[src/hdl/arsr_pkg.sv]
// Shared types and codes for the address range state registry.
`timescale 1ns / 1ps
package arsr_pkg;

    typedef enum logic [2:0] {
        OP_REGISTER = 3'd0,
        OP_DECOMMIT = 3'd1,
        OP_COMMIT   = 3'd2,
        OP_DELETE   = 3'd3,
        OP_CLASSIFY = 3'd4
    } t_op;

    localparam logic [1:0] KIND_UNKNOWN   = 2'd0;
    localparam logic [1:0] KIND_COMMITTED = 2'd1;
    localparam logic [1:0] KIND_DECOMMIT  = 2'd2;

    typedef struct packed {
        logic [2:0] pv;
        logic       lost;
        logic       hit;
    } t_split_ctl;

endpackage

[src/hdl/arsr_split.sv]
// Cuts one stored entry against the update range into up to three ordered pieces.
`timescale 1ns / 1ps
module arsr_split import arsr_pkg::*; #(
    parameter int MAX_RANGES = 64,
    parameter int ADDR_BITS  = 48,
    parameter int CW         = $clog2(MAX_RANGES + 1)
) (
    input  logic [2:0]           i_op,
    input  logic [ADDR_BITS-1:0] i_s,
    input  logic [ADDR_BITS:0]   i_e,
    input  logic [ADDR_BITS-1:0] i_rs,
    input  logic [ADDR_BITS:0]   i_re,
    input  logic                 i_rc,
    input  logic [CW-1:0]        i_cnt,
    output t_split_ctl           o_ctl,
    output logic [CW-1:0]        o_cnt,
    output logic [ADDR_BITS-1:0] o_ps [3],
    output logic [ADDR_BITS:0]   o_pe [3],
    output logic                 o_pc [3]
);

    localparam logic [CW:0] MaxW = (CW + 1)'(MAX_RANGES);

    logic ov, lt_s, gt_e, mark, colr, room1, room2;

    assign ov    = (i_re > {1'b0, i_s}) && ({1'b0, i_rs} < i_e);
    assign lt_s  = i_rs < i_s;
    assign gt_e  = i_re > i_e;
    assign mark  = (i_op == OP_DECOMMIT) || (i_op == OP_COMMIT);
    assign colr  = (i_op == OP_COMMIT);
    assign room1 = {1'b0, i_cnt} < MaxW;
    assign room2 = ({1'b0, i_cnt} + (CW + 1)'(2)) <= MaxW;

    always_comb begin
        o_ps[0] = i_rs;
        o_pe[0] = ov ? {1'b0, i_s} : i_re;
        o_pc[0] = i_rc;
        o_ps[1] = lt_s ? i_s : i_rs;
        o_pe[1] = gt_e ? i_e : i_re;
        o_pc[1] = colr;
        o_ps[2] = i_e[ADDR_BITS-1:0];
        o_pe[2] = i_re;
        o_pc[2] = i_rc;
    end

    always_comb begin
        o_ctl.pv   = 3'b000;
        o_ctl.lost = 1'b0;
        o_ctl.hit  = ({1'b0, i_s} < i_re) && (i_s >= i_rs);
        o_cnt      = i_cnt;
        if (!ov) begin
            o_ctl.pv = 3'b001;
        end else if (lt_s && gt_e) begin
            if (mark) begin
                if (room2) begin
                    o_ctl.pv = 3'b111;
                    o_cnt    = i_cnt + CW'(2);
                end else begin
                    o_ctl.lost = 1'b1;
                end
            end else begin
                o_ctl.pv[0] = 1'b1;
                if (room1) begin
                    o_ctl.pv[2] = 1'b1;
                    o_cnt       = i_cnt + CW'(1);
                end else begin
                    o_ctl.lost = 1'b1;
                end
            end
        end else if (lt_s || gt_e) begin
            o_ctl.pv[0] = lt_s;
            o_ctl.pv[2] = gt_e;
            if (mark) begin
                if (room1) begin
                    o_ctl.pv[1] = 1'b1;
                    o_cnt       = i_cnt + CW'(1);
                end else begin
                    o_ctl.lost = 1'b1;
                end
            end
        end else begin
            if (mark) begin
                o_ctl.pv[1] = 1'b1;
            end else begin
                o_cnt = i_cnt - CW'(1);
            end
        end
    end

endmodule

[config.mk]
export PLATFORM = sky130hd
export DESIGN_NAME = arsr_split
export DESIGN_NICKNAME = d
export VERILOG_FILES = /design/src/hdl/arsr_pkg.sv /design/src/hdl/arsr_split.sv
export SDC_FILE = /design/constraint.sdc
export NUM_CORES = 1
export LEC_CHECK = 0
export BUFFER_PORTS_ARGS = -buffer_cell sky130_fd_sc_hd__buf_2
export CAP_MARGIN = 20
export CORE_AREA = 2 2 199 201
export DETAILED_ROUTE_END_ITERATION = 8
export DIE_AREA = 0 0 201 203
export SYNTH_ARGS = -nofsm -noshare
export SYNTH_HDL_FRONTEND = slang
export SYNTH_SLANG_ARGS = --single-unit
[constraint.sdc]
create_clock -name vclk -period 4.8
set_input_delay 0.96 -clock vclk [all_inputs]
set_output_delay 0.96 -clock vclk [all_outputs]
set_load 0.01 [all_outputs]
== Word-level counts from Yosys, hierarchy flattened ==
Index checks and enable logic that the tools add are counted.
W data, S select, Z words.
Cells by class
  add/subtract/negate cells: 4
  magnitude comparators: 8
  eq/ne operators: 2
  mux-type cells: 27
  reduce and logical (&&, ||, !) cells: 5
Operators by type and width (count)
  $lt A48 B49 Y1: 2
  $mux W49: 2
  $mux W7: 8
  $gt A49 B48 Y1: 1
  $gt A49 B49 Y1: 1
  $ge A48 B48 Y1: 1
  $lt A48 B48 Y1: 1
  $mux W48: 1
  $mux W1: 11
  $add A7 B2 Y8 const B: 1
  $le A8 B7 Y1 const B: 1
  $add A7 B1 Y7 const B: 1
  $add A7 B2 Y7 const B: 1
  $lt A7 B7 Y1 const B: 1
  $sub A7 B1 Y7 const B: 1
  $mux W3: 2
  $mux W2: 2
  $mux W4: 1
  $eq A3 B1 Y1 const B: 1
  $eq A3 B2 Y1 const B: 1
  $logic_and A1 B1 Y1: 3
  $logic_or A1 B1 Y1: 2
Storage, ports and cells
  flip-flop bits (word level): 0

== Logic depth before layout (Yosys ltp) ==
Gate-level depths: netlist of run 1.
  depth after elaboration: 6
  gate-level depth with buffers: 13
  depth with buffers taken out: 11

== Worst setup path after synthesis of run 1 ==
Ideal clock, no wire load.
  path type: in2out
  from: input port i_re[47]
  to: output port o_pe[119] (netlist name)
  data arrival time: 3.550 ns
  data required time: 3.840 ns
  slack: 0.290 ns
  stages: 12
  path through: inv_1 ha_1 nand3b_1 or3_1 or4_1 or4_1 nor2_1 nor4_1 o211ai_2 buf_6 buf_6 mux2_1
RTL lines
  start: declaration: RTL line arsr_split.sv:12  | input logic [ADDR_BITS:0] i_re,
  end: declaration: RTL line arsr_split.sv:18  | output logic [ADDR_BITS:0] o_pe [3],

==> impl_metrics.ini, run 1 <==
[sta]
max_freq_mhz = 204.3
finalSetupTns_ns = -1.276
rsz0062_at_grt = yes
finalMaxSlewViolations = 0
worstMarginPinSlew_ns = 0.6271
final-setup-viol-count = 30
relSlewSlack_pct = 58.15
fin_crit_sh_pct = 102.0
whs_ns = 1.920
hold_viol = 0
period_minus_slack_ns = 4.896
setup_ws_ns = -0.09586

[power]
switchingPower_mw = 1.003
p_comb_share_pct = 100.0
ir_drop_mv = 0.05995
p_seq_share_pct = 0
power.internal_mw = 0.9418
sw_frac_of_total_pct = 51.56
power_frac_clock_pct = 0
powerDensity_nw_per_um2 = 137.1
p_leak_nw = 7.457

[synth]
yosys.area.top_type = ha_1
avgSynthCellArea_um2 = 6.825
synthesis.nets = 1599
yosysTopAreaCellShare_pct = 29.99
synthTopCellsByArea = ha_1 30%, buf_4 14%, o21ai_0 8.0%
synth_common_cells = 196 x ha_1, 158 x nand2_1, 153 x inv_1
ys_warn_count = 0
seq_area_frac_synth_pct = 0
syn-instance-count = 1198
syn-cell-area_um2 = 8177
yosysMostFrequentCell = ha_1
synth_cell_types = 62

[floorplanning]
fp-row-count = 72
ioPinCount = 511
die_y_um = 203
dieArea_um2 = 40800
start_util_pct = 21.26
die_x_um = 201
core_um2 = 38470

[setup_path]
setup.worst_path.class = primary input to output pin
crit_fanout = 8
crit_start = i_re[42]
end_kind = output pin
cp.required_ns = 3.84
worstSetupStartpointType = primary input
cp.arrival_ns = 3.94

[placed_design]
hpwl_um = 36330
place_congestion = 0.9462
dpl-instance-area_um2 = 11700
placed_cells = 2244
numPortBuffers = 508

[grt]
track_usage_pct = 19.69
antenna_found_initial = 3
grt_pass1_vias = 10527
grt_pass1_wl_um = 62350
gr-total-overflow = 0
grt_start_max_net_pins = 51

[detailed_routing]
vias_per_cell = 4.622
drc = 0
finalWirelength_um = 44230
routedWlPerCell_um = 19.38
ant_nets = 0
vias = 10548
drt_iter0_markers = 387
drt_pass1_iterations = 6

[job]
maxCapViolCount = 0

[hold_path]
hold_path_class = primary input to output pin
worstHoldStart = i_rc

[final_layout]
instances_no_fill = 2282
regArea_um2 = 0
stdcell_area_um2 = 14180
drive_gt1_share_pct = 54.57
nNetsFinal = 2166
syn_to_final_growth_pct = 73.45
nFillCells = 4032
final.clkbuf_count = 0
final_util_pct = 36.87
seq_cells = 0
multiInputGateArea_um2 = 7717

[clock_network]
cts_hold_buffers = 0

[run_status]
violations = setup timing
outcome = complete, but fails checks
-- area by class of cell --
type / count / area share [%]
Antenna cell: 1 / 0.01764
Inverter: 154 / 4.217
Multi-Input combinational cell: 857 / 54.42
Tap cell: 518 / 4.570
Timing Repair Buffer: 752 / 36.78
-- worst max-delay path, cell delays in order --
cell	delay, ns
buf_2	0.10
inv_1	0.06
ha_4	0.28
nand3_4	0.09
or3_4	0.35
or4_4	0.43
or4_4	0.44
nor2_4	0.12
nor4_4	0.05
o211ai_4	0.15
buf_6	0.19
clkbuf_16	0.21
mux2_1	0.35
buf_2	0.15
-- power by group through the flow --
stage / sequential (mW) / clock [mW] / combinational [mW]
after CTS: 0 / 0 / 1.78
after detailed placement: 0 / 0 / 1.52
after floorplan: 0 / 0 / 0.810
after global routing: 0 / 0 / 2.11
after global placement: 0 / 0 / 1.51
final: 0 / 0.0000000279 / 1.94
-- path summary, 6_finish.rpt --
check / slack, ns / cells after the start / endpoint
max: -0.1 / 14 / o_pe[145]
min: 1.92 / 0 / o_pc[2]
-- cells in the final DEF (no fill, tap or decap), types with 6 or more instances in the layout --
cell / n
buf_2: 428
buf_4: 203
nand2_1: 153
ha_1: 142
inv_1: 121
o21ai_0: 111
buf_6: 96
a21oi_1: 69
ha_4: 53
mux2_4: 46
nand4_1: 29
inv_2: 25
nor2_1: 24
nand3_1: 22
a21o_1: 18
o21ai_1: 14
buf_8: 9
buf_12: 9
inv_4: 8
nor3_1: 8
nor2b_1: 8
xnor2_1: 8
a211oi_1: 6
and3_1: 6
a21oi_2: 6
-- kinds of logic after synthesis --
| logic type | share of synthesized area (%) |
|---|---|
| AO/OA/AOI/OAI | 20.95 |
| XOR/XNOR | 1.377 |
| adder cells (fa/ha/maj) | 29.99 |
| buffers and inverters | 22.95 |
| multiplexers | 6.733 |
| AND/OR/NAND/NOR | 18.00 |
-- routing by layer --
metal,wire [um],track usage (%)
met4,1173,3.995
met3,2031,1.750
met1,18220,23.47
met5,30,0
met2,22780,38.05
-- what timing repair did --
item	in CTS	in global routing
cloned	2	2
pin swaps	56	44
setup buffers	22	20
resized for setup	241	169
setup endpoints to repair	137	118
-- through the flow --
stage                     setup WS, ns  power, mW
after global placement         -0.5629      1.505
after floorplan                 0.2897     0.8099
final                         -0.09586      1.944
after CTS                      -0.1425      1.777
after detailed placement       -0.5755      1.518
after global routing           -0.1806      2.107
(Power assumes the default switching activity.)
==> inputs of run 2 (changes only) <==
- REMOVE_ABC_BUFFERS: unset -> 1
- clock period: 4.8 -> 6.1 ns (I/O delays scaled with it)
==> impl_metrics.ini, run 2 (synthesis results as in run 1) <==
[detailed_routing]
vias = 9628
drt_iter0_markers = 450
routedWlPerCell_um = 17.84
drt_pass1_iterations = 5
vias_per_cell = 4.629
drc = 0
finalWirelength_um = 37120
ant_nets = 0

[sta]
setup_ws_ns = 0.1882
rsz0062_at_grt = no
fin_crit_sh_pct = 96.92
finalMaxSlewViolations = 0
period_minus_slack_ns = 5.912
hold_viol = 0
max_freq_mhz = 169.2
final-setup-viol-count = 0
finalSetupTns_ns = 0
relSlewSlack_pct = 54.65
worstMarginPinSlew_ns = 0.6802

[final_layout]
syn_to_final_growth_pct = 28.28
drive_gt1_share_pct = 37.99
seq_cells = 0
final_cell_mix = 508 x buf_2, 196 x ha_1, 158 x nand2_1
regArea_um2 = 0
nNetsFinal = 1964
final.clkbuf_count = 0
final_common_cell = buf_2

[floorplanning]
die_y_um = 203
fp-row-count = 72
die_x_um = 201
dieArea_um2 = 40800
start_util_pct = 21.26
core_um2 = 38470
ioPinCount = 511

[run_status]
outcome = completed

[setup_path]
slowest_delay_ns = 0.65
cp_cell_sequence = buf_2 -> inv_1 -> ha_1 -> nand2_1 -> or3_1 -> or4_1 -> or4_1 -> nor2_1 -> nor4_1 -> o211ai_4 -> buf_12 -> mux2_2 -> buf_2
worstSetupStartpointType = primary input
end_kind = output pin
cp.arrival_ns = 4.69
crit_fanout = 27
setup.worst_path.class = primary input to output pin
slowest_stage = or4_1
cp.required_ns = 4.88

[power]
power_frac_clock_pct = 0
power.internal_mw = 0.4395
p_leak_nw = 5.957
p_total_mw = 1.075
powerDensity_nw_per_um2 = 102.5
sw_frac_of_total_pct = 59.12
switchingPower_mw = 0.6356
p_seq_share_pct = 0
ir_drop_mv = 0.04315
p_comb_share_pct = 100.0

[grt]
grt_start_max_net_pins = 72
grt_pass1_vias = 9251
antenna_found_initial = 1
grt_pass1_wl_um = 54210
gr-total-overflow = 0
track_usage_pct = 16.87

[placed_design]
place_ws_ns = 0.03435
hpwl_um = 32780
numPortBuffers = 508
place_congestion = 0.9777

[clock_network]
postCtsSetupBuffers = 0

[hold_path]
hold_path_class = primary input to output pin
holdPathStages = 0

[job]
maxCapViolCount = 0
run 2: cell types whose count changed in the layout (fill, tap and decap cells not counted), moves of 16 or more:
cell / delta
buf_2: +80
buf_4: -167
buf_6: -94
ha_1: +54
ha_4: -53
inv_1: +32
inv_2: -24
mux2_1: +16
mux2_2: +30
mux2_4: -46
o21ai_0: +19
run 2: worst paths after layout:
path / start / endpoint / slack, ns
worst max-delay path: i_re[45] / o_pe[101] / 0.19
worst min-delay path: i_rc / o_pc[0] / 2.44
run 2: what timing repair did:
| action | 4_1_cts | 5_1_grt |
|---|---|---|
| hold buffers | 0 | 0 |
| resized for setup | 0 | 4 |
| setup endpoints to repair | 0 | 10 |
run 2: layout make-up:
class,instances,area [um2]
multi-input cells,857,6345
inverters,154,578.1
repair buffers,550,2915
diodes,1,2.502
well taps,518,648.1
fillers,4333,27980
run 2: power by group through the flow:
stage                     sequential, mW  combinational (mW)     clock, mW
after global routing                   0                1.19  0.0000000219
after detailed placement               0                1.08             0
after CTS                              0                1.08             0
after floorplan                        0               0.525             0
final                                  0                1.08  0.0000000219
after global placement                 0                1.06             0
run 2: metrics by stage:
step / hold slack [ns] / util, % / cell area (um2) / instances
finish: 2.440 / 27.27 / 10490 / 2080
global route: 2.440 / 27.27 / 10490 / 2080
CTS: 2.440 / 27.21 / 10470 / 2079
detailed placement: 2.440 / 27.21 / 10470 / 2079
global placement: 2.440 / 27.21 / 10470 / 2079
floorplan: 2.440 / - / 6878 / 1011
run 2: per-layer routing:
layer,vias to the layer above,wire length [um],track usage [%]
met5,-,0,0
met4,0,1005,4.074
met3,43,1647,0.9952
met2,404,18000,30.77
met1,4389,16470,21.62
li1,4792,-,-
run 2: worst max-delay path: cells and delay by family:
kind	cells	cell delay, ns
simple gates	6	1.96
mux	1	0.40
fa+ha+maj	1	0.29
compound gates	1	0.16
buf+inv	4	0.64
